==> src/design/fbt_pkg.sv <==
// Package for the flow bulk transfer tracker.
// Field widths, configuration register indexes and saturating adders.
// No dependencies.
`default_nettype none

package fbt_pkg;

    localparam int CNT_W   = 32;
    localparam int BYTE_W  = 48;
    localparam int DUR_W   = 63;
    localparam int SIZE_W  = 16;
    localparam int TS_W    = 63;
    localparam int GAP_W   = 32;
    localparam int MINP_W  = 8;
    localparam int CFG_W   = 32;
    localparam int IN_DATA_W   = 80;
    localparam int OUT_DATA_W  = 176;
    localparam logic [MINP_W-1:0] MINP_FLOOR = 8'd2;
    localparam logic [GAP_W-1:0]  GAP_RESET  = 32'd1000000;
    localparam logic [MINP_W-1:0] MINP_RESET = 8'd4;

    typedef enum logic [0:0] {
        CFG_BULK_GAP = 1'b0,
        CFG_BULK_MIN = 1'b1
    } cfg_index_t;

    function automatic logic [CNT_W-1:0] sat_add32(input logic [CNT_W-1:0] a,
                                                   input logic [CNT_W-1:0] b);
        logic [CNT_W:0] s;
        s = {1'b0, a} + {1'b0, b};
        return s[CNT_W] ? {CNT_W{1'b1}} : s[CNT_W-1:0];
    endfunction

    function automatic logic [BYTE_W-1:0] sat_add48(input logic [BYTE_W-1:0] a,
                                                    input logic [CNT_W-1:0] b);
        logic [BYTE_W:0] s;
        s = {1'b0, a} + {{(BYTE_W-CNT_W+1){1'b0}}, b};
        return s[BYTE_W] ? {BYTE_W{1'b1}} : s[BYTE_W-1:0];
    endfunction

endpackage

`default_nettype wire

==> src/design/fbt_ram.sv <==
// Generic RAM: one write port, one read port with registered read data.
// Depends on nothing.
`default_nettype none

module fbt_ram #(
    parameter int WIDTH = 8,
    parameter int DEPTH = 2
) (
    input  wire logic                     clk,
    input  wire logic                     we,
    input  wire logic [$clog2(DEPTH)-1:0] waddr,
    input  wire logic [WIDTH-1:0]         wdata,
    input  wire logic                     re,
    input  wire logic [$clog2(DEPTH)-1:0] raddr,
    output logic      [WIDTH-1:0]         rdata
);

    logic [WIDTH-1:0] mem [DEPTH];

    always_ff @(posedge clk)
    begin
        if (we)
        begin
            mem[waddr] <= wdata;
        end
        if (re)
        begin
            rdata <= mem[raddr];
        end
    end

endmodule

`default_nettype wire

==> src/design/flow_bulk_transfer_tracker.sv <==
// Flow bulk transfer tracker top level.
// Per-direction bulk state lives in fbt_ram instances; uses fbt_pkg.
//
// Usage:
//   s_axis carries one packet per transaction: tuser {from_client, new_flow},
//   tdata {timestamp_us, payload_size}. m_axis returns one result per packet:
//   tuser {in_bulk, dir_out}, tdata {bulk_duration_us, bulk_bytes,
//   bulk_packets, bulk_count}. cfg_we/cfg_index/cfg_wdata write bulk_gap_us
//   (index 0) or bulk_min_packets (index 1); write only while idle.
//   Throughput: one packet per cycle while m_axis does not stall; the output
//   register loads the result when the update stage advances.
//   The state RAM read at acceptance fills the update stage; the update and
//   write-back feed the output register.
//   A write still in flight to either direction is forwarded.
//   Reset clears both directions through per-entry valid bits (no clearing
//   pass) and loads the register defaults. When m_axis stalls, the output
//   register holds, one more packet waits in the update stage, and then
//   s_axis_tready drops.
`default_nettype none

module flow_bulk_transfer_tracker #(
    parameter int TIME_BITS = 64
) (
    input  wire logic                              clk,
    input  wire logic                              rst_n,
    input  wire logic                              s_axis_tvalid,
    output logic                                   s_axis_tready,
    // [15:0] payload_size, [78:16] timestamp_us, [79] zero
    input  wire logic [fbt_pkg::IN_DATA_W-1:0]     s_axis_tdata,
    // [0] new_flow, [1] from_client
    input  wire logic [1:0]                        s_axis_tuser,
    output logic                                   m_axis_tvalid,
    input  wire logic                              m_axis_tready,
    // [31:0] bulk_count, [63:32] bulk_packets, [111:64] bulk_bytes,
    // [174:112] bulk_duration_us, [175] zero
    output logic      [fbt_pkg::OUT_DATA_W-1:0]    m_axis_tdata,
    // [0] dir_out, [1] in_bulk
    output logic      [1:0]                        m_axis_tuser,
    input  wire logic                              cfg_we,
    input  wire logic                              cfg_index,
    input  wire logic [fbt_pkg::CFG_W-1:0]         cfg_wdata
);

    import fbt_pkg::*;

    localparam int TW = TIME_BITS;

    typedef struct packed {
        logic              open;
        logic [TW-1:0]     start;
        logic [TW-1:0]     last;
        logic [CNT_W-1:0]  cbytes;
        logic [CNT_W-1:0]  cpkts;
        logic [CNT_W-1:0]  bcount;
        logic [CNT_W-1:0]  bpkts;
        logic [BYTE_W-1:0] bbytes;
        logic [DUR_W-1:0]  btime;
    } rec_t;

    localparam int REC_W = $bits(rec_t);

    // configuration
    logic [GAP_W-1:0]  gap_reg;
    logic [MINP_W-1:0] minp_reg;

    always_ff @(posedge clk or negedge rst_n)
    begin
        if (!rst_n)
        begin
            gap_reg  <= GAP_RESET;
            minp_reg <= MINP_RESET;
        end
        else if (cfg_we)
        begin
            case (cfg_index_t'(cfg_index))
                CFG_BULK_GAP: gap_reg  <= cfg_wdata[GAP_W-1:0];
                CFG_BULK_MIN: minp_reg <= cfg_wdata[MINP_W-1:0];
                default:      gap_reg  <= gap_reg;
            endcase
        end
    end

    // handshake
    logic in_accept;
    logic s1_valid_reg;
    logic s1_advance;
    logic out_valid_reg;

    assign s1_advance    = s1_valid_reg && (!out_valid_reg || m_axis_tready);
    assign s_axis_tready = !s1_valid_reg || s1_advance;
    assign in_accept     = s_axis_tvalid && s_axis_tready;

    logic          in_dir;
    logic [63:0]   in_ts64;
    assign in_dir  = s_axis_tuser[1];
    assign in_ts64 = {1'b0, s_axis_tdata[SIZE_W +: TS_W]};

    // state memories: full record read at the packet's direction,
    // a copy of it read at the opposite direction for its last time
    logic       wr_en;
    logic       wr_addr;
    rec_t       wr_rec;
    logic [REC_W-1:0] rd_d;
    logic [REC_W-1:0] rd_o;

    fbt_ram #(.WIDTH(REC_W), .DEPTH(2)) u_ram_d (
        .clk   (clk),
        .we    (wr_en),
        .waddr (wr_addr),
        .wdata (wr_rec),
        .re    (in_accept),
        .raddr (in_dir),
        .rdata (rd_d)
    );

    fbt_ram #(.WIDTH(REC_W), .DEPTH(2)) u_ram_o (
        .clk   (clk),
        .we    (wr_en),
        .waddr (wr_addr),
        .wdata (wr_rec),
        .re    (in_accept),
        .raddr (!in_dir),
        .rdata (rd_o)
    );

    // update stage registers
    logic              s1_new_reg;
    logic              s1_dir_reg;
    logic [SIZE_W-1:0] s1_size_reg;
    logic [TW-1:0]     s1_now_reg;
    logic              hit_d_reg;
    logic              hit_o_reg;
    rec_t              fwd_reg;
    logic [1:0]        vld_reg;
    logic [1:0]        vld_next;

    always_ff @(posedge clk or negedge rst_n)
    begin
        if (!rst_n)
        begin
            s1_valid_reg <= 1'b0;
            vld_reg      <= 2'b00;
        end
        else
        begin
            if (in_accept)
            begin
                s1_valid_reg <= 1'b1;
            end
            else if (s1_advance)
            begin
                s1_valid_reg <= 1'b0;
            end
            vld_reg <= vld_next;
        end
    end

    always_ff @(posedge clk)
    begin
        if (in_accept)
        begin
            s1_new_reg  <= s_axis_tuser[0];
            s1_dir_reg  <= in_dir;
            s1_size_reg <= s_axis_tdata[SIZE_W-1:0];
            s1_now_reg  <= in_ts64[TW-1:0];
            // the RAM read misses a write on this same edge: forward it
            hit_d_reg   <= wr_en && (wr_addr == in_dir);
            hit_o_reg   <= wr_en && (wr_addr == !in_dir);
        end
        if (wr_en)
        begin
            fwd_reg <= wr_rec;
        end
    end

    // read-modify-write
    rec_t             cur;
    rec_t             nxt;
    logic [TW-1:0]    last_o;
    logic             abandon;
    logic [TW-1:0]    gap_last;
    logic [TW-1:0]    gap_start;
    logic             too_far;
    logic [CNT_W-1:0] minp32;
    logic [MINP_W-1:0] minp_eff;
    logic [DUR_W+1:0] dur_sum;
    logic [TW-1:0]    dur_add;
    logic             add_dur;

    always_comb
    begin
        rec_t o_rec;

        o_rec = rec_t'(rd_o);
        if (s1_new_reg || !vld_reg[s1_dir_reg])
        begin
            cur = '0;
        end
        else if (hit_d_reg)
        begin
            cur = fwd_reg;
        end
        else
        begin
            cur = rec_t'(rd_d);
        end

        if (s1_new_reg || !vld_reg[!s1_dir_reg])
        begin
            last_o = '0;
        end
        else if (hit_o_reg)
        begin
            last_o = fwd_reg.last;
        end
        else
        begin
            last_o = o_rec.last;
        end

        minp_eff  = (minp_reg < MINP_FLOOR) ? MINP_FLOOR : minp_reg;
        minp32    = {{(CNT_W-MINP_W){1'b0}}, minp_eff};
        abandon   = last_o > cur.start;
        gap_last  = (s1_now_reg >= cur.last)  ? (s1_now_reg - cur.last)  : '0;
        gap_start = (s1_now_reg >= cur.start) ? (s1_now_reg - cur.start) : '0;
        too_far   = gap_last > TW'(gap_reg);

        nxt      = cur;
        add_dur  = 1'b0;
        dur_add  = gap_last;
        if (abandon)
        begin
            nxt.open = 1'b0;
        end

        if (s1_size_reg != '0)
        begin
            if (!nxt.open || too_far)
            begin
                nxt.open   = 1'b1;
                nxt.cbytes = {{(CNT_W-SIZE_W){1'b0}}, s1_size_reg};
                nxt.cpkts  = {{(CNT_W-1){1'b0}}, 1'b1};
                nxt.start  = s1_now_reg;
                nxt.last   = s1_now_reg;
            end
            else
            begin
                nxt.cbytes = sat_add32(cur.cbytes, {{(CNT_W-SIZE_W){1'b0}}, s1_size_reg});
                nxt.cpkts  = sat_add32(cur.cpkts, {{(CNT_W-1){1'b0}}, 1'b1});
                if (nxt.cpkts == minp32)
                begin
                    // candidate just qualified: count it whole
                    nxt.bcount = sat_add32(cur.bcount, {{(CNT_W-1){1'b0}}, 1'b1});
                    nxt.bpkts  = sat_add32(cur.bpkts, nxt.cpkts);
                    nxt.bbytes = sat_add48(cur.bbytes, nxt.cbytes);
                    add_dur    = 1'b1;
                    dur_add    = gap_start;
                end
                else if (nxt.cpkts > minp32)
                begin
                    nxt.bpkts  = sat_add32(cur.bpkts, {{(CNT_W-1){1'b0}}, 1'b1});
                    nxt.bbytes = sat_add48(cur.bbytes,
                                           {{(CNT_W-SIZE_W){1'b0}}, s1_size_reg});
                    add_dur    = 1'b1;
                    dur_add    = gap_last;
                end
                nxt.last = s1_now_reg;
            end
        end

        dur_sum = {2'b00, cur.btime} + (DUR_W+2)'(dur_add);
        if (add_dur)
        begin
            nxt.btime = (dur_sum > {2'b00, {DUR_W{1'b1}}}) ? {DUR_W{1'b1}}
                                                            : dur_sum[DUR_W-1:0];
        end
    end

    assign wr_en   = s1_advance;
    assign wr_addr = s1_dir_reg;
    assign wr_rec  = nxt;

    always_comb
    begin
        vld_next = vld_reg;
        if (s1_advance)
        begin
            if (s1_new_reg)
            begin
                vld_next = 2'b00;
            end
            vld_next[s1_dir_reg] = 1'b1;
        end
    end

    // output register
    logic [OUT_DATA_W-1:0] out_data_reg;
    logic [1:0]            out_user_reg;

    always_ff @(posedge clk or negedge rst_n)
    begin
        if (!rst_n)
        begin
            out_valid_reg <= 1'b0;
        end
        else if (s1_advance)
        begin
            out_valid_reg <= 1'b1;
        end
        else if (m_axis_tready)
        begin
            out_valid_reg <= 1'b0;
        end
    end

    always_ff @(posedge clk)
    begin
        if (s1_advance)
        begin
            out_user_reg <= {nxt.open && (nxt.cpkts >= minp32), s1_dir_reg};
            out_data_reg <= {1'b0, nxt.btime, nxt.bbytes, nxt.bpkts, nxt.bcount};
        end
    end

    assign m_axis_tvalid = out_valid_reg;
    assign m_axis_tdata  = out_data_reg;
    assign m_axis_tuser  = out_user_reg;

endmodule

`default_nettype wire

==> config.mk <==
export PLATFORM = sky130hd
export DESIGN_NAME = flow_bulk_transfer_tracker
export DESIGN_NICKNAME = d
export VERILOG_FILES = /design/src/design/fbt_pkg.sv /design/src/design/fbt_ram.sv /design/src/design/flow_bulk_transfer_tracker.sv
export SDC_FILE = /design/constraint.sdc
export NUM_CORES = 2
export LEC_CHECK = 0
export BUFFER_PORTS_ARGS = -buffer_cell sky130_fd_sc_hd__clkbuf_2
export CORE_AREA = 2 2 555 557
export DETAILED_ROUTE_END_ITERATION = 8
export DIE_AREA = 0 0 557 559
export SYNTH_ARGS = -nofsm -noshare
export SYNTH_HDL_FRONTEND = slang
export SYNTH_SLANG_ARGS = --single-unit
==> constraint.sdc <==
create_clock -name clk -period 18.24 [get_ports clk]
set_input_delay 1.824 -clock clk [delete_from_list [all_inputs] [get_ports clk]]
set_output_delay 1.824 -clock clk [all_outputs]
set_load 0.005 [all_outputs]
; ---- After elaboration in Yosys (flattened, before gate mapping)
; Memories as Yosys holds them, arrays and structs flattened. A register that Yosys moved wholly into a read port is not among the register bits.
; Cells that the tools add are included.
[word_totals]
mem_count = 2
elab_cells = 118
ramBits = 1472
latch_bits = 0
reg_bits = 672
out_inout_bits = 180
mem_bits_ro = 0
in_bits = 120
[mem_list]
columns = name, words, word_bits, read_ports, rd_ports_with_merged_regs, wr, line_no
row1 = u_ram_d.mem, 2, 368, 1, 1, 1, fbt_ram.sv:18  ; logic [WIDTH-1:0] mem [DEPTH];
row2 = u_ram_o.mem, 2, 368, 1, 1, 1, fbt_ram.sv:18
[classes]
n_eq_ne = 3
n_reduce_logical = 23
mux = 45
mul = 0
div_mod_pow = 0
add_sub_neg = 10
magnitude_cmp = 11
shift = 0
n_bitwise = 2
[ops]
columns = cell, count
row1 = 368-bit two-way mux, 2
row2 = 64-bit two-way mux, 8
row3 = 305-bit two-way mux, 1
row4 = 32-bit two-way mux, 6
row5 = 80-bit two-way mux, 2
row6 = 63-bit by 64-bit greater-or-equal comparator with 1-bit output, 2
row7 = 63-bit by 64-bit subtractor with 64-bit output, 2
row8 = 63-bit two-way mux, 2
row9 = 112-bit two-way mux, 1
row10 = "32-bit by 1-bit adder with 33-bit output, second input constant", 3
row11 = 48-bit two-way mux, 2
row12 = 63-bit by 64-bit adder with 65-bit output, 1
row13 = "65-bit by 63-bit > comparator with 1-bit output, second input constant", 1
row14 = 65-bit two-way mux, 1
row15 = 64-bit by 32-bit > comparator with 1-bit output, 1
row16 = 64-bit > comparator, 1
row17 = 48-bit by 16-bit adder with 49-bit output, 1
row18 = 48-bit by 32-bit adder with 49-bit output, 1
row19 = 32-bit by 16-bit adder with 33-bit output, 1
row20 = 32-bit by 32-bit adder with 33-bit output, 1
row21 = 32-bit by 8-bit == test with 1-bit output, 1
row22 = 32-bit by 8-bit greater-or-equal comparator with 1-bit output, 1
row23 = 32-bit by 8-bit > comparator with 1-bit output, 1
row24 = 1-bit two-way mux, 16
row25 = other kinds (15), 35

; ---- Longest topological paths before layout
[depth]
word_depth = 16
ltp_mapped = 65
mapped_depth_nobuf = 47

; ---- By module
; From an unflattened synthesis, not the netlist that was laid out.
[hier_totals]
hier_cells = 9285
hier_area_um2 = 129395.4
[modules_own_cells]
columns = module, instances, cells_each, seq_area_each_um2, area_each_um2
row1 = fbt_ram, 2, 1515, 33151.8, 38923.6
row2 = flow_bulk_transfer_tracker, 1, 6255, 14714.1, 51548.2

; ---- Worst setup path after synthesis
; No wires, ideal clock.
[synth_path]
path_type = input-to-reg
start = input port m_axis_tready
end = memory u_ram_o.mem[0][0] (netlist name) (enable)
setup_ns = 1.106
t_required_ns = 17.134
path_slack_ns = -0.174
stages = 3
t_arrival_ns = 17.307
path_buffers = 0
path_cell_list = nand2b_1 > nand2_1 > nor2_1
[synth_between]
elab_chain_cells = 4
[synth_lines]
columns = element, line_no
row1 = "start, declared", flow_bulk_transfer_tracker.sv:33  ; input wire logic m_axis_tready,
row2 = 1-bit logical OR, flow_bulk_transfer_tracker.sv:89  ; assign s1_advance = s1_valid_reg && (!out_valid_reg || m_axis_tready);
row3 = 1-bit logical AND, flow_bulk_transfer_tracker.sv:89
row4 = 1-bit two-way mux, fbt_ram.sv:22  ; if (we)
row5 = 1-bit two-way mux (not written as such), fbt_ram.sv:24  ; mem[waddr] <= wdata;
row6 = "end, declared", fbt_ram.sv:18
; No other way between the ends.

==> run metrics <==
status finished clean; max incr delay on CP roughly 0.90 ns; CP max FO 46; Worst Setup SP s1_dir_reg; number of flops mapped to enable cells by yosys around 1600; Clock Power Share 0.332; CTS tree built; metal1 wirelength roughly 120 mm; post-synthesis async set-or-reset flop share 0.02643; worst min-delay path startpoint u_ram_o.mem[0][205]; area share of the largest cell type after synthesis 0.5331; Vias 63499; Syn Area/Cell between 10 and 15 µm²; Setup-failing EPs final 0; actual slew at the worst max-slew pin 1.116 ns; relative slew slack 0.2483; # hold bufs at CTS 0; Leak 37.67 nW; DR pass1 iterations 8; biggest regs u_ram_d.mem: 368 flops, u_ram_d.rdata: 368 flops, u_ram_o.mem: 368 flops; FF/Latch Area between 40000 and 50000 µm²; post-synthesis cell area around 91000 µm²; CTS clk-pin slew, worst paths 0.06 ns; Resized Gates After CTS 0; CTS max path bufs 4; die area roughly 310000 µm²; count leader, synth edfxtp_1; # IOs 300; Remaining Overflow, GRT 0; DRT Wirelength 280.5 mm; clock sink count around 1700; crit end category flip-flop; Period minus WS final around 16 ns; Iter 0 DRT Violations slightly above 6000; Syn. warnings 0; drt wl/cell 23.06 µm; fin nets ~8500; first-pass GRT wire length 409.5 mm; WP data arrival between 15 and 20 ns; Logic pwr share 0.229; Max Used Layer met4; Hold WS around 0.46 ns; routed vias/inst between 5 and 6; residual DRC count 0; Placer Congestion roughly 0.94; register area share after synthesis 0.5453; initial antenna violation count 11; Final period util 0.8649; flops & latches, synth 1665; unrepaired setup endpoints after global routing false; Slowest-stage cell, CP o31ai_1; H-tree depth 4; Synth cell types 105; Post-synth top cells edfxtp_1, nand2_1, mux2_2, nor2_1, a21oi_1; CTS Buf Count between 150 and 200; area of the multi-input gates around 38000 µm²; Max Freq around 63 MHz; worst hold path class flip-flop to flip-flop; area leader, netlist edfxtp_1; Crit path required time between 15 and 20 ns; Most Frequent Cell on Critical Path a21oi_1; Top FF cell, synth edfxtp_1; Final HPWL DP around 200 mm; Routed met3 length approximately 17 mm; Setup Skew around 0.11 ns; Post-Syn Instances 7878; largest net degree at the start of global routing about 130; r2r startpoint s1_dir_reg; Port Buffers ~300; Final Hold Fails 0; Max Slew Vio Count 0; clock root cell clkbuf_16; setup bufs post-CTS 0; # rows 203; Power Density 106.5 nW/µm²; Die Span X 557 µm; share of post-route cells with drive strength above 1 0.1676; worst skew pair latency between 0.8 and 0.9 ns; critical path class flip-flop to flip-flop; WL met2 133.8 mm; core box area 305000 µm²; sw power about 3.3 mW; Peak supply drop a little over 80 µV; Max Cap Viol 0; Internal 7.535 mW; chip height between 500 and 600 µm; number of global-route vias before repair 62430; Initial Utilization 0.2993; crit start category flip-flop; Area growth syn-to-layout 11.54%; Layout fillers ~30000; syn_nets approximately 8400; GRT Util Overall 0.1730; post-route ant nets 0; Seq pwr share 0.440; setup TNS 0 ns; Switching Fraction 0.3056; top cells by area, synth edfxtp_1, mux2_2, ha_1
==> cell type report <==
| type | instances | area share |
|---|---|---|
| repair buffers | 398 | 0.02324 |
| well taps | 4100 | 0.05037 |
| inverters | 197 | 0.007334 |
| flip-flops and latches | 1665 | 0.4889 |
| clock buffers | 218 | 0.04719 |
| diodes | 3 | 0.00007371 |
| multi-input cells | 5480 | 0.3739 |
| clock inverters | 104 | 0.009017 |
==> layout by cell type, fill, tap and decap left out, types with 29 or more instances in the layout <==
master     count
clkinv_2      30
and3_1        34
nor2_1       586
o21bai_1      52
xnor2_1      189
clkbuf_2     296
clkbuf_16    187
nor3_1       104
inv_1        196
or2_2         31
nand2b_1      55
o21a_1        53
nand3_1      204
or3_1         40
a31oi_1       45
clkinv_1      39
nor4_1        48
o21ai_0      530
nor2b_1       62
mux2_2       592
nand2_1      742
ha_1         400
buf_4         92
o22ai_1       29
a211oi_1      39
dfrtp_1       36
a21o_1       155
a21oi_1      533
mux2i_1      278
edfxtp_1    1621
nand4_1      113
xor2_1       131
clkbuf_1      30
and2_1        33
==> critical path: cells and delay by family (launching register included) <==
kind                       cells  cell delay (ns)
AOI/OAI and AO/OA             21             7.01
and+or+nand+nor               18             4.30
buffers and inverters          7             1.84
adders and majority gates      3             1.20
DFF                            1             0.56
muxes                          1             0.26
==> cells by family (layout without fill, tap and decap cells) <==
kind of cell               Yosys count  count (layout)  share of synthesized area
and+or+nand+nor                   2153            2153                     0.1092
other                                1               4                 0.00004107
buffers and inverters              733             917                    0.03888
AOI/OAI and AO/OA                 1727            1727                     0.1158
xor gates and xnor gates           320             320                    0.03070
muxes                              872             872                     0.1038
DFF                               1665            1665                     0.5453
adders and majority gates          407             407                    0.05635
==> worst paths after layout <==
path	to	slack, ns	depth (start not counted)
max reg2reg	u_ram_d.mem[1][4]	2.46	50
min reg2reg	u_ram_d.rdata[205]	0.46	1
max in group asynchronous	minp_reg[4]	16.65	2
max	u_ram_d.mem[1][4]	2.46	50
min	u_ram_d.rdata[205]	0.46	1
min in group asynchronous	gap_reg[12]	1.08	2
==> power groups by stage <==
| stage | Clock [mW] | Combinational, mW | Sequential, mW |
|---|---|---|---|
| 4_1_cts | 3.68 | 2.47 | 4.77 |
| 3_5_place_dp | 0 | 2.46 | 4.85 |
| 5_1_grt | 3.83 | 2.70 | 4.80 |
| 2_1_floorplan | 0 | 1.69 | 4.87 |
| 6_report | 3.60 | 2.48 | 4.77 |
| 3_3_place_gp | 0 | 2.42 | 4.83 |
==> per-layer routing <==
metal  global-route usage  vias to the layer above
met1               0.2316                    31562
met3              0.02174                      377
met2               0.2905                     2162
li1                     -                    29398
met5                    0                        -
met4              0.05165                        0
==> through the flow <==
step	std cells	total power, mW	util	instance area [µm²]	setup slack (ns)
after detailed placement	11840	7.312	0.3151	96110	2.498
final	12165	10.85	0.3339	101800	2.464
after global routing	12162	11.32	0.3338	101800	1.641
after global placement	11840	7.257	0.3151	96110	2.448
after CTS	12162	10.92	0.3338	101800	2.478
after floorplan	7878	6.561	-	91310	3.628
Note: power is estimated with default switching activity, not from simulation.
